$ cat src/rtl/core/rrtt_pkg.sv
`timescale 1ns / 1ps

package rrtt_pkg;

    // Default sizes of the table
    localparam int SLOTS_DEF   = 32;
    localparam int THREADS_DEF = 8;

    // Item field widths
    localparam int CMD_W      = 3;
    localparam int PID_W      = 8;
    localparam int SLOT_OUT_W = 5;
    localparam int THR_OUT_W  = 3;

    // Widths of values carried along the cell chain, sized for the largest
    // supported table (256 slots) and thread limit (64 threads)
    localparam int IDX_MAX_W = 8;
    localparam int CNT_MAX_W = 7;
    localparam int PTR_MAX_W = 6;

    typedef enum logic [CMD_W-1:0] {
        CMD_ADD        = 3'd0,
        CMD_ADD_THREAD = 3'd1,
        CMD_KILL       = 3'd2,
        CMD_QUERY      = 3'd3,
        CMD_TICK       = 3'd4
    } cmd_t;

    typedef enum logic [1:0] {
        ST_IDLE,
        ST_RUN,
        ST_DONE
    } state_t;

    // Scheduling candidate picked up by a tick token
    typedef struct packed {
        logic                 valid;
        logic [IDX_MAX_W-1:0] idx;
        logic [PID_W-1:0]     pid;
        logic [PTR_MAX_W-1:0] ptr;
        logic [CNT_MAX_W-1:0] cnt;
    } cand_t;

    // Command token that walks from cell to cell
    typedef struct packed {
        logic                 valid;
        cmd_t                 cmd;
        logic [PID_W-1:0]     pid;
        logic [PID_W-1:0]     new_pid;
        logic [IDX_MAX_W-1:0] sp;
        logic                 done;
        logic                 hit;
        logic                 fail;
        logic [IDX_MAX_W-1:0] slot;
        cand_t                aft;
        cand_t                lead;
    } token_t;

    // Thread pointer write-back broadcast after a tick
    typedef struct packed {
        logic                 valid;
        logic [IDX_MAX_W-1:0] idx;
        logic [PTR_MAX_W-1:0] ptr;
    } wb_t;

endpackage

$ cat src/rtl/core/rrtt_req_if.sv
`timescale 1ns / 1ps

interface rrtt_req_if;
    logic                       valid;
    logic                       ready;
    logic [rrtt_pkg::CMD_W-1:0] cmd;
    logic [rrtt_pkg::PID_W-1:0] pid;

    modport source (output valid, output cmd, output pid, input ready);
    modport sink   (input valid, input cmd, input pid, output ready);
endinterface

$ cat src/rtl/core/rrtt_rsp_if.sv
`timescale 1ns / 1ps

interface rrtt_rsp_if;
    logic                            valid;
    logic                            ready;
    logic                            status;
    logic [rrtt_pkg::PID_W-1:0]      result_pid;
    logic [rrtt_pkg::SLOT_OUT_W-1:0] slot;
    logic [rrtt_pkg::THR_OUT_W-1:0]  thread_index;
    logic                            running;

    modport source (output valid, output status, output result_pid, output slot,
                    output thread_index, output running, input ready);
    modport sink   (input valid, input status, input result_pid, input slot,
                    input thread_index, input running, output ready);
endinterface

$ cat src/rtl/core/round_robin_task_table.sv
`timescale 1ns / 1ps

// Round-robin task table.
// req carries one command item (cmd, pid): add process, add thread, kill,
// query, or scheduler tick. rsp returns exactly one result item per command
// (status, result_pid, slot, thread_index, running). Both channels move an
// item when valid and ready are high at a rising edge of clk.
// Each table slot lives in one cell of a chain; an accepted command travels
// as a token one cell per cycle, and each cell updates its slot as the token
// passes. A tick picks its slot at the end of the chain and broadcasts the
// new thread pointer back to that slot.
// One command is in flight at a time: a new item is not accepted until
// the token of the last one has walked the whole cell chain and its result
// has been loaded into the output register.
// A result waits in the output register while the next item is accepted and
// walks the chain; a stalled receiver only holds the finished token.
// rst_n (asynchronous, active low) empties the table and zeroes the slot
// pointer and the pid counter; no clearing pass is needed.
module round_robin_task_table #(
    parameter int SLOTS               = rrtt_pkg::SLOTS_DEF,
    parameter int THREADS_PER_PROCESS = rrtt_pkg::THREADS_DEF
) (
    input  logic       clk,
    input  logic       rst_n,
    rrtt_req_if.sink   req,
    rrtt_rsp_if.source rsp
);

    localparam int SLOT_W = $clog2(SLOTS);

    rrtt_pkg::state_t           state_reg, state_next;
    rrtt_pkg::token_t           launch_reg, launch_next;
    rrtt_pkg::token_t           fin_reg;
    rrtt_pkg::token_t           link [SLOTS+1];
    rrtt_pkg::wb_t              wb;
    rrtt_pkg::cand_t            sel;

    logic [rrtt_pkg::PID_W-1:0] next_pid_reg, next_pid_next;
    logic [SLOT_W-1:0]          sp_reg, sp_next;
    logic [rrtt_pkg::PID_W-1:0] cur_pid_reg, cur_pid_next;
    logic                       cur_valid_reg, cur_valid_next;

    logic                       rsp_valid_reg, rsp_valid_next;
    logic                       status_reg, status_next;
    logic [rrtt_pkg::PID_W-1:0] result_pid_reg, result_pid_next;
    logic [rrtt_pkg::SLOT_OUT_W-1:0] slot_reg, slot_next;
    logic [rrtt_pkg::THR_OUT_W-1:0]  thread_reg, thread_next;
    logic                       running_reg, running_next;

    logic                       req_fire;
    logic                       rsp_load;
    logic                       in_ready;
    logic [rrtt_pkg::CNT_MAX_W-1:0] t_inc;
    logic [rrtt_pkg::CNT_MAX_W-1:0] t_new;
    logic [SLOTS:0]             tok_valid;

    // Handshakes
    assign req_fire  = req.valid && in_ready;
    assign req.ready = in_ready;

    // Feed the chain
    assign link[0] = launch_reg;

    for (genvar g = 0; g < SLOTS; g++)
    begin : g_cell
        rrtt_cell #(
            .CELL_IDX (g),
            .THREADS  (THREADS_PER_PROCESS)
        ) u_cell (
            .clk     (clk),
            .rst_n   (rst_n),
            .tok_in  (link[g]),
            .wb      (wb),
            .tok_out (link[g+1])
        );
    end

    // Collect token presence along the chain
    always_comb
    begin
        for (int i = 0; i <= SLOTS; i++)
        begin
            tok_valid[i] = link[i].valid;
        end
    end

    // Next state
    always_comb
    begin
        state_next = state_reg;
        unique case (state_reg)
            rrtt_pkg::ST_IDLE:
            begin
                if (req.valid)
                begin
                    state_next = rrtt_pkg::ST_RUN;
                end
            end
            rrtt_pkg::ST_RUN:
            begin
                if (link[SLOTS].valid)
                begin
                    state_next = rrtt_pkg::ST_DONE;
                end
            end
            rrtt_pkg::ST_DONE:
            begin
                if (!rsp_valid_reg || rsp.ready)
                begin
                    state_next = rrtt_pkg::ST_IDLE;
                end
            end
            default:
            begin
                state_next = rrtt_pkg::ST_IDLE;
            end
        endcase
    end

    // State outputs
    always_comb
    begin
        in_ready = 1'b0;
        rsp_load = 1'b0;
        unique case (state_reg)
            rrtt_pkg::ST_IDLE:
            begin
                in_ready = 1'b1;
            end
            rrtt_pkg::ST_RUN:
            begin
                in_ready = 1'b0;
            end
            rrtt_pkg::ST_DONE:
            begin
                rsp_load = !rsp_valid_reg || rsp.ready;
            end
            default:
            begin
                in_ready = 1'b0;
            end
        endcase
    end

    // Launch a token on acceptance; advance the pid counter on every add
    always_comb
    begin
        launch_next   = '0;
        next_pid_next = next_pid_reg;
        if (req_fire)
        begin
            launch_next.valid   = 1'b1;
            launch_next.cmd     = rrtt_pkg::cmd_t'(req.cmd);
            launch_next.pid     = req.pid;
            launch_next.new_pid = next_pid_reg;
            launch_next.sp      = rrtt_pkg::IDX_MAX_W'(sp_reg);
            if (req.cmd == rrtt_pkg::CMD_ADD)
            begin
                next_pid_next = next_pid_reg + rrtt_pkg::PID_W'(1);
            end
        end
    end

    // Pick the tick winner: first used slot past the pointer, else the lowest
    assign sel   = fin_reg.aft.valid ? fin_reg.aft : fin_reg.lead;
    assign t_inc = rrtt_pkg::CNT_MAX_W'(sel.ptr) + rrtt_pkg::CNT_MAX_W'(1);
    assign t_new = ((t_inc >= sel.cnt)
                    || (t_inc >= rrtt_pkg::CNT_MAX_W'(THREADS_PER_PROCESS)))
                   ? '0 : t_inc;

    // Decode the finished token into a result and scheduler updates
    always_comb
    begin
        status_next     = status_reg;
        result_pid_next = result_pid_reg;
        slot_next       = slot_reg;
        thread_next     = thread_reg;
        running_next    = running_reg;
        sp_next         = sp_reg;
        cur_pid_next    = cur_pid_reg;
        cur_valid_next  = cur_valid_reg;
        wb              = '0;
        if (rsp_load)
        begin
            status_next     = 1'b1;
            result_pid_next = '0;
            slot_next       = '0;
            thread_next     = '0;
            running_next    = 1'b0;
            unique case (fin_reg.cmd)
                rrtt_pkg::CMD_ADD:
                begin
                    status_next     = !fin_reg.done;
                    result_pid_next = fin_reg.new_pid;
                    slot_next       = fin_reg.done
                                      ? fin_reg.slot[rrtt_pkg::SLOT_OUT_W-1:0] : '0;
                end
                rrtt_pkg::CMD_ADD_THREAD:
                begin
                    status_next = !fin_reg.done || fin_reg.fail;
                end
                rrtt_pkg::CMD_KILL:
                begin
                    status_next = !fin_reg.hit;
                    if (fin_reg.hit && cur_valid_reg && (cur_pid_reg == fin_reg.pid))
                    begin
                        cur_valid_next = 1'b0;
                    end
                end
                rrtt_pkg::CMD_QUERY:
                begin
                    status_next  = 1'b0;
                    running_next = fin_reg.hit;
                end
                rrtt_pkg::CMD_TICK:
                begin
                    if (sel.valid)
                    begin
                        status_next     = 1'b0;
                        result_pid_next = sel.pid;
                        slot_next       = sel.idx[rrtt_pkg::SLOT_OUT_W-1:0];
                        thread_next     = t_new[rrtt_pkg::THR_OUT_W-1:0];
                        sp_next         = sel.idx[SLOT_W-1:0];
                        cur_pid_next    = sel.pid;
                        cur_valid_next  = 1'b1;
                        wb.valid        = 1'b1;
                        wb.idx          = sel.idx;
                        wb.ptr          = t_new[rrtt_pkg::PTR_MAX_W-1:0];
                    end
                    else
                    begin
                        cur_valid_next = 1'b0;
                    end
                end
                default:
                begin
                    status_next = 1'b1;
                end
            endcase
        end
    end

    // Output valid: set on load, drop once taken
    always_comb
    begin
        rsp_valid_next = rsp_valid_reg;
        if (rsp_load)
        begin
            rsp_valid_next = 1'b1;
        end
        else if (rsp.ready)
        begin
            rsp_valid_next = 1'b0;
        end
    end

    // Control registers
    always_ff @(posedge clk or negedge rst_n)
    begin
        if (!rst_n)
        begin
            state_reg     <= rrtt_pkg::ST_IDLE;
            launch_reg    <= '0;
            next_pid_reg  <= '0;
            sp_reg        <= '0;
            cur_pid_reg   <= '0;
            cur_valid_reg <= 1'b0;
            rsp_valid_reg <= 1'b0;
        end
        else
        begin
            state_reg     <= state_next;
            launch_reg    <= launch_next;
            next_pid_reg  <= next_pid_next;
            sp_reg        <= sp_next;
            cur_pid_reg   <= cur_pid_next;
            cur_valid_reg <= cur_valid_next;
            rsp_valid_reg <= rsp_valid_next;
        end
    end

    // Payload registers
    always_ff @(posedge clk)
    begin
        if ((state_reg == rrtt_pkg::ST_RUN) && link[SLOTS].valid)
        begin
            fin_reg <= link[SLOTS];
        end
        status_reg     <= status_next;
        result_pid_reg <= result_pid_next;
        slot_reg       <= slot_next;
        thread_reg     <= thread_next;
        running_reg    <= running_next;
    end

    assign rsp.valid        = rsp_valid_reg;
    assign rsp.status       = status_reg;
    assign rsp.result_pid   = result_pid_reg;
    assign rsp.slot         = slot_reg;
    assign rsp.thread_index = thread_reg;
    assign rsp.running      = running_reg;

    // Only one command token may be on the chain
    a_one_token: assert property (@(posedge clk) disable iff (!rst_n)
        $countones(tok_valid) <= 1)
        else $error("more than one token on the cell chain");

    // The token leaves the chain only while the controller waits for it
    a_exit_in_run: assert property (@(posedge clk) disable iff (!rst_n)
        link[SLOTS].valid |-> (state_reg == rrtt_pkg::ST_RUN))
        else $error("token left the chain outside the run state");

    // A successful tick moves the slot pointer and marks a current process
    a_tick_commit: assert property (@(posedge clk) disable iff (!rst_n)
        (rsp_load && (fin_reg.cmd == rrtt_pkg::CMD_TICK) && sel.valid)
        |=> (cur_valid_reg && (sp_reg == $past(sel.idx[SLOT_W-1:0]))))
        else $error("tick did not commit the scheduled slot");

    // Every accepted add consumes one pid
    a_add_pid: assert property (@(posedge clk) disable iff (!rst_n)
        (req_fire && (req.cmd == rrtt_pkg::CMD_ADD))
        |=> (next_pid_reg == $past(next_pid_reg) + rrtt_pkg::PID_W'(1)))
        else $error("add did not advance the pid counter");

endmodule

$ cat src/rtl/core/rrtt_cell.sv
`timescale 1ns / 1ps

module rrtt_cell #(
    parameter int CELL_IDX = 0,
    parameter int THREADS  = rrtt_pkg::THREADS_DEF
) (
    input  logic             clk,
    input  logic             rst_n,
    input  rrtt_pkg::token_t tok_in,
    input  rrtt_pkg::wb_t    wb,
    output rrtt_pkg::token_t tok_out
);

    localparam int CNT_W = $clog2(THREADS + 1);
    localparam int PTR_W = (THREADS > 1) ? $clog2(THREADS) : 1;
    localparam logic [rrtt_pkg::IDX_MAX_W-1:0] MY_IDX = rrtt_pkg::IDX_MAX_W'(CELL_IDX);

    logic                       used_reg, used_next;
    logic [rrtt_pkg::PID_W-1:0] pid_reg, pid_next;
    logic [CNT_W-1:0]           cnt_reg, cnt_next;
    logic [PTR_W-1:0]           ptr_reg, ptr_next;
    rrtt_pkg::token_t           tok_reg, tok_next;

    logic                       hit_me;
    logic [CNT_W:0]             cnt_inc;
    rrtt_pkg::cand_t            mine;

    // Local view of this slot
    assign hit_me  = used_reg && (pid_reg == tok_in.pid);
    assign cnt_inc = (CNT_W + 1)'(cnt_reg) + (CNT_W + 1)'(1);

    always_comb
    begin
        mine.valid = 1'b1;
        mine.idx   = MY_IDX;
        mine.pid   = pid_reg;
        mine.ptr   = rrtt_pkg::PTR_MAX_W'(ptr_reg);
        mine.cnt   = rrtt_pkg::CNT_MAX_W'(cnt_reg);
    end

    // Act on the passing token and hand it on
    always_comb
    begin
        used_next = used_reg;
        pid_next  = pid_reg;
        cnt_next  = cnt_reg;
        ptr_next  = ptr_reg;
        tok_next  = tok_in;
        if (tok_in.valid)
        begin
            unique case (tok_in.cmd)
                rrtt_pkg::CMD_ADD:
                begin
                    if (!used_reg && !tok_in.done)
                    begin
                        used_next     = 1'b1;
                        pid_next      = tok_in.new_pid;
                        cnt_next      = CNT_W'(1);
                        ptr_next      = '0;
                        tok_next.done = 1'b1;
                        tok_next.slot = MY_IDX;
                    end
                end
                rrtt_pkg::CMD_ADD_THREAD:
                begin
                    if (hit_me && !tok_in.done)
                    begin
                        tok_next.done = 1'b1;
                        if (cnt_inc > (CNT_W + 1)'(THREADS))
                        begin
                            tok_next.fail = 1'b1;
                        end
                        else
                        begin
                            cnt_next = cnt_inc[CNT_W-1:0];
                        end
                    end
                end
                rrtt_pkg::CMD_KILL:
                begin
                    if (hit_me)
                    begin
                        used_next    = 1'b0;
                        tok_next.hit = 1'b1;
                    end
                end
                rrtt_pkg::CMD_QUERY:
                begin
                    if (hit_me)
                    begin
                        tok_next.hit = 1'b1;
                    end
                end
                rrtt_pkg::CMD_TICK:
                begin
                    if (used_reg)
                    begin
                        if (!tok_in.lead.valid)
                        begin
                            tok_next.lead = mine;
                        end
                        if (!tok_in.aft.valid && (MY_IDX > tok_in.sp))
                        begin
                            tok_next.aft = mine;
                        end
                    end
                end
                default:
                begin
                    tok_next = tok_in;
                end
            endcase
        end
        // Apply the thread pointer chosen by a finished tick
        if (wb.valid && (wb.idx == MY_IDX))
        begin
            ptr_next = wb.ptr[PTR_W-1:0];
        end
    end

    // Hold the slot occupancy and the token stage
    always_ff @(posedge clk or negedge rst_n)
    begin
        if (!rst_n)
        begin
            used_reg <= 1'b0;
            tok_reg  <= '0;
        end
        else
        begin
            used_reg <= used_next;
            tok_reg  <= tok_next;
        end
    end

    // Hold the slot contents
    always_ff @(posedge clk)
    begin
        pid_reg <= pid_next;
        cnt_reg <= cnt_next;
        ptr_reg <= ptr_next;
    end

    assign tok_out = tok_reg;

endmodule

$ cat src/flat_wrapper.sv
// flat-port wrapper written by rule: the top's interface ports become plain ports
module round_robin_task_table_flat 
#(
    parameter int SLOTS               = rrtt_pkg::SLOTS_DEF,
    parameter int THREADS_PER_PROCESS = rrtt_pkg::THREADS_DEF
)
  (clk, rst_n, req_valid, req_cmd, req_pid, req_ready, rsp_valid, rsp_status, rsp_result_pid, rsp_slot, rsp_thread_index, rsp_running, rsp_ready);
  rrtt_req_if req_i ();
  rrtt_rsp_if rsp_i ();
  input  logic clk;
  input  logic rst_n;
  input wire logic [$bits(req_i.valid)-1:0] req_valid;
  input wire logic [$bits(req_i.cmd)-1:0] req_cmd;
  input wire logic [$bits(req_i.pid)-1:0] req_pid;
  output wire logic [$bits(req_i.ready)-1:0] req_ready;
  output wire logic [$bits(rsp_i.valid)-1:0] rsp_valid;
  output wire logic [$bits(rsp_i.status)-1:0] rsp_status;
  output wire logic [$bits(rsp_i.result_pid)-1:0] rsp_result_pid;
  output wire logic [$bits(rsp_i.slot)-1:0] rsp_slot;
  output wire logic [$bits(rsp_i.thread_index)-1:0] rsp_thread_index;
  output wire logic [$bits(rsp_i.running)-1:0] rsp_running;
  input wire logic [$bits(rsp_i.ready)-1:0] rsp_ready;
  assign req_i.valid = req_valid;
  assign req_i.cmd = req_cmd;
  assign req_i.pid = req_pid;
  assign req_ready = req_i.ready;
  assign rsp_valid = rsp_i.valid;
  assign rsp_status = rsp_i.status;
  assign rsp_result_pid = rsp_i.result_pid;
  assign rsp_slot = rsp_i.slot;
  assign rsp_thread_index = rsp_i.thread_index;
  assign rsp_running = rsp_i.running;
  assign rsp_i.ready = rsp_ready;
  round_robin_task_table #(.SLOTS(SLOTS), .THREADS_PER_PROCESS(THREADS_PER_PROCESS)) u_core (.clk(clk), .rst_n(rst_n), .req(req_i), .rsp(rsp_i));
endmodule
$ cat config.mk
export PLATFORM = sky130hd
export DESIGN_NAME = round_robin_task_table_flat
export DESIGN_NICKNAME = d
export VERILOG_FILES = /design/src/rtl/core/rrtt_pkg.sv /design/src/rtl/core/rrtt_req_if.sv /design/src/rtl/core/rrtt_rsp_if.sv /design/src/rtl/core/round_robin_task_table.sv /design/src/rtl/core/rrtt_cell.sv /design/src/flat_wrapper.sv
export SDC_FILE = /design/constraint.sdc
export NUM_CORES = 2
export LEC_CHECK = 0
export BUFFER_PORTS_ARGS = -buffer_cell sky130_fd_sc_hd__buf_2
export CELL_PAD_IN_SITES_DETAIL_PLACEMENT = 1
export CELL_PAD_IN_SITES_GLOBAL_PLACEMENT = 1
export CORE_ASPECT_RATIO = 1.2
export CORE_MARGIN = 2
export CORE_UTILIZATION = 50
export CTS_CLUSTER_DIAMETER = 150
export DETAILED_ROUTE_END_ITERATION = 8
export GPL_TIMING_DRIVEN = 0
export PLACE_DENSITY = 0.72
export SYNTH_ARGS = -nofsm -noshare
export SYNTH_HDL_FRONTEND = slang
export SYNTH_HIERARCHICAL = 1
export SYNTH_SLANG_ARGS = --single-unit
$ cat constraint.sdc
create_clock -name clk -period 4 [get_ports clk]
set_clock_uncertainty 0.05 [all_clocks]
set_input_delay 0.4 -clock clk [delete_from_list [all_inputs] [get_ports clk]]
set_output_delay 0.4 -clock clk [all_outputs]
set_load 0.05 [all_outputs]
==> metrics.md <==
| Metric | Value |
|---|---|
| Result of the run | complete, no violations |
| Number of failing hold endpoints at the final stage | 0 |
| Pwr per Cell Area | 522 nW/µm² |
| Critical Path Source Type | flop |
| Wire length of the first global-routing pass | around 460000 µm |
| Delay-heaviest family, CP | simple AND/OR/NAND/NOR gates |
| Largest driver fanout on the critical path | 14 |
| Area inside the core boundary | 260000 µm² |
| Total Routed Length | 302000 µm |
| Ordered cell list for the critical path | buf_4, buf_6, buf_8, mux2_2, ha_1, nand4_1, nand2_1, xnor2_2, ha_1, nand2_1, o21ai_2, nand3_4, and3_4, buf_12, and2_1 |
| Max frequency | 0.259 GHz |
| Final-layout worst hold slack | ~0.19 ns |
| Maximum number of pins on one net before global-route repair | 186 |
| TritonCTS buffer count | 360 |
| CTS tree | yes |
| Post-DR vias/cell | about 5.3 |
| Worst Hold Class | in -> async |
| Worst-Skew Late Latency | 0.88 ns |
| Initial core utilization | 50.2% |
| Number of maximum-capacitance constraint violations | 0 |
| CP startpoint | u_core/fin_reg[59] |
| Number of antenna violations at the first check in global routing | 6 |
| Gate count after technology mapping | 8136 |
| Maximum clock insertion buffer count | 4 |
| Buffer type at the clock tree root | sky130_fd_sc_hd__clkbuf_16 |
| Via count | approximately 65k |
| Relative area change from synthesis to final layout | 13.7% |
| Worst supply voltage drop on vdd | 0.000377 V |
| Final Max Tran Viols | 0 |
| Crit path time final | 3.87 ns |
| Worst path bufs/invs | 4 |
| Core occupancy in the finished layout | 57.1% |
| Final #Nets | 8752 |
| Number of cells after detailed placement | approximately 12k |
| Total overflow reported by the global router | 0 |
| Row count | 205 |
| Number of flip-flops in the largest register | between 3k and 4k |
| Area after detailed placement | 136000 µm² |
| Syn. warnings | 6 |
| Least-Margin Pin Slew | ~1.3 ns |
| Antenna Nets Post-Route | 0 |
| Die footprint | ~270000 µm² |
| Hpwl dp | 209000 µm |
| Startpoint of the lowest-slack register-to-register path | u_core/fin_reg[59] |
| Global placer's final weighted congestion | between 0.8 and 0.9 |
| DRC violation count after routing | 0 |
| Height of the die | 564 µm |
| Critical path data required time | 4.58 ns |
| Routed WL per cell | 24.4 µm |
| Mean post-synth cell area | 16.0 µm² |
| Chip Width | 470 µm |
| Vias in the first global route | 75.4k |
| Flop-to-flop setup slack | 0.13 ns |
| Data arrival at the endpoint of the critical path | 4.45 ns |
| Share of cells above drive strength 1 | 20.7% |
| Library cell contributing the largest single delay on the critical path | sky130_fd_sc_hd__edfxtp_1 |
| Fillcell total | 23.6k |
| CTS HTree Levels | 5 |
| Setup tns final | 0 ns |
| Post-route non-filler standard cell count | 12.4k |
| GRT Util Overall | a little under a quarter |
| Total clock sinks | ~3.7k |
| Slowest Stage Delay on Critical Path | about 0.4 ns |
| RSZ-0062 raised after global routing | no |
| Static leakage | around 65 nW |
| Number of input and output port buffers inserted | 34 |
| Crit share post-route | 96.7% |
| Clock input transition at the sequential cells of the worst setup and hold paths | around 0.06 ns |
| Mapped cell area | approximately 130000 µm² |
| Worst relative slew slack | roughly an eighth |
| Initial detailed-routing violation count | 3785 |
| Path type of the worst setup path | reg -> reg |
| First-pass detailed-route iteration total | 5 |
| Setup violators final | 0 |
| CP endpoint kind | flop |
| Number of top-level pins | 35 |
| Final design instance area without fill | about 150000 µm² |
final timing paths:
check | to | cells past startpoint
min in group clk | u_core/launch_reg[93] | 3
max in group asynchronous | u_core/g_cell[4].u_cell/tok_out[80] | 7
min reg2reg | u_core/g_cell[27].u_cell/tok_out[77] | 0
min | u_core/g_cell[23].u_cell/tok_out[27] | 3
max | u_core/g_cell[14].u_cell/ptr_reg[0] | 15
max reg2reg | u_core/g_cell[14].u_cell/ptr_reg[0] | 15
placed cells by master (no fill, tap or decap), drive strengths merged, types with 44 or more instances in the layout:
cell    count
a21oi      68
a31oi      50
and2      588
buf       253
clkbuf    614
clkinv     83
conb       75
dfrtp    3129
edfxtp    577
ha         72
inv       113
mux2      949
nand2     157
nand2b    234
nand3     107
nand3b     44
nand4      73
nor2      216
nor2b     379
nor3       71
nor3b      52
nor4       72
or2       152
xnor2     150
xor2      181
final cells by class:
type | instances | area (µm²) | share of cell area [%]
sequential | 3706 | 95600 | 64.4
timing repair buffer | 89 | 1250 | 0.841
multi-input combinational | 4149 | 33200 | 22.4
buffer | 247 | 1740 | 1.17
clock buffer | 545 | 10600 | 7.15
tap | 3415 | 4270 | 2.88
timing repair inverter | 1 | 7.51 | 0.00506
clock inverter | 115 | 1240 | 0.837
inverter | 111 | 443 | 0.298
antenna | 4 | 10.0 | 0.00674
worst reg2reg max path, stage by stage, from the launching register on:
cell and delay [ns]:
sky130_fd_sc_hd__edfxtp_1 0.39, sky130_fd_sc_hd__buf_4 0.22, sky130_fd_sc_hd__buf_6 0.20, sky130_fd_sc_hd__buf_8 0.22, sky130_fd_sc_hd__mux2_2 0.37, sky130_fd_sc_hd__ha_1 0.31
sky130_fd_sc_hd__nand4_1 0.15, sky130_fd_sc_hd__nand2_1 0.10, sky130_fd_sc_hd__xnor2_2 0.17, sky130_fd_sc_hd__ha_1 0.32, sky130_fd_sc_hd__nand2_1 0.07, sky130_fd_sc_hd__o21ai_2 0.17
sky130_fd_sc_hd__nand3_4 0.22, sky130_fd_sc_hd__and3_4 0.29, sky130_fd_sc_hd__buf_12 0.16, sky130_fd_sc_hd__and2_1 0.22
layer usage:
metal	vias up	GRT usage, %	routed length, µm	share of wire, %
li1	28686	-	-	-
met2	922	46.6	178000	59
met3	531	2.71	7560	2.5
met4	0	7.50	9650	3.2
met5	-	0	0	0
met1	35014	24.3	106000	35
timing repair:
action,4_1_cts,5_1_grt
setup endpoints to repair,192,802
hold endpoints to repair,173,0
pin swaps,4,1
setup buffers,9,1
gates resized for setup,19,12
cloned,4,4
hold buffers,14,0
metrics by stage:
| stage | power (W) | worst slack (ns) |
|---|---|---|
| 6_report | 0.0775 | 0.133 |
| 2_1_floorplan | 0.0427 | 0.401 |
| 3_3_place_gp | 0.0442 | -64.97 |
| 5_1_grt | 0.0802 | 0.0153 |
| 3_5_place_dp | 0.0444 | -1.16 |
| 4_1_cts | 0.0783 | 0.00885 |
report_power, final:
| part | switching [W] | total, W | internal (W) |
|---|---|---|---|
| combinational | 0.00156 | 0.00280 | 0.00125 |
| clock | 0.0140 | 0.0338 | 0.0198 |
| sequential | 0.000943 | 0.0409 | 0.0399 |
(Power assumes the default switching activity.)
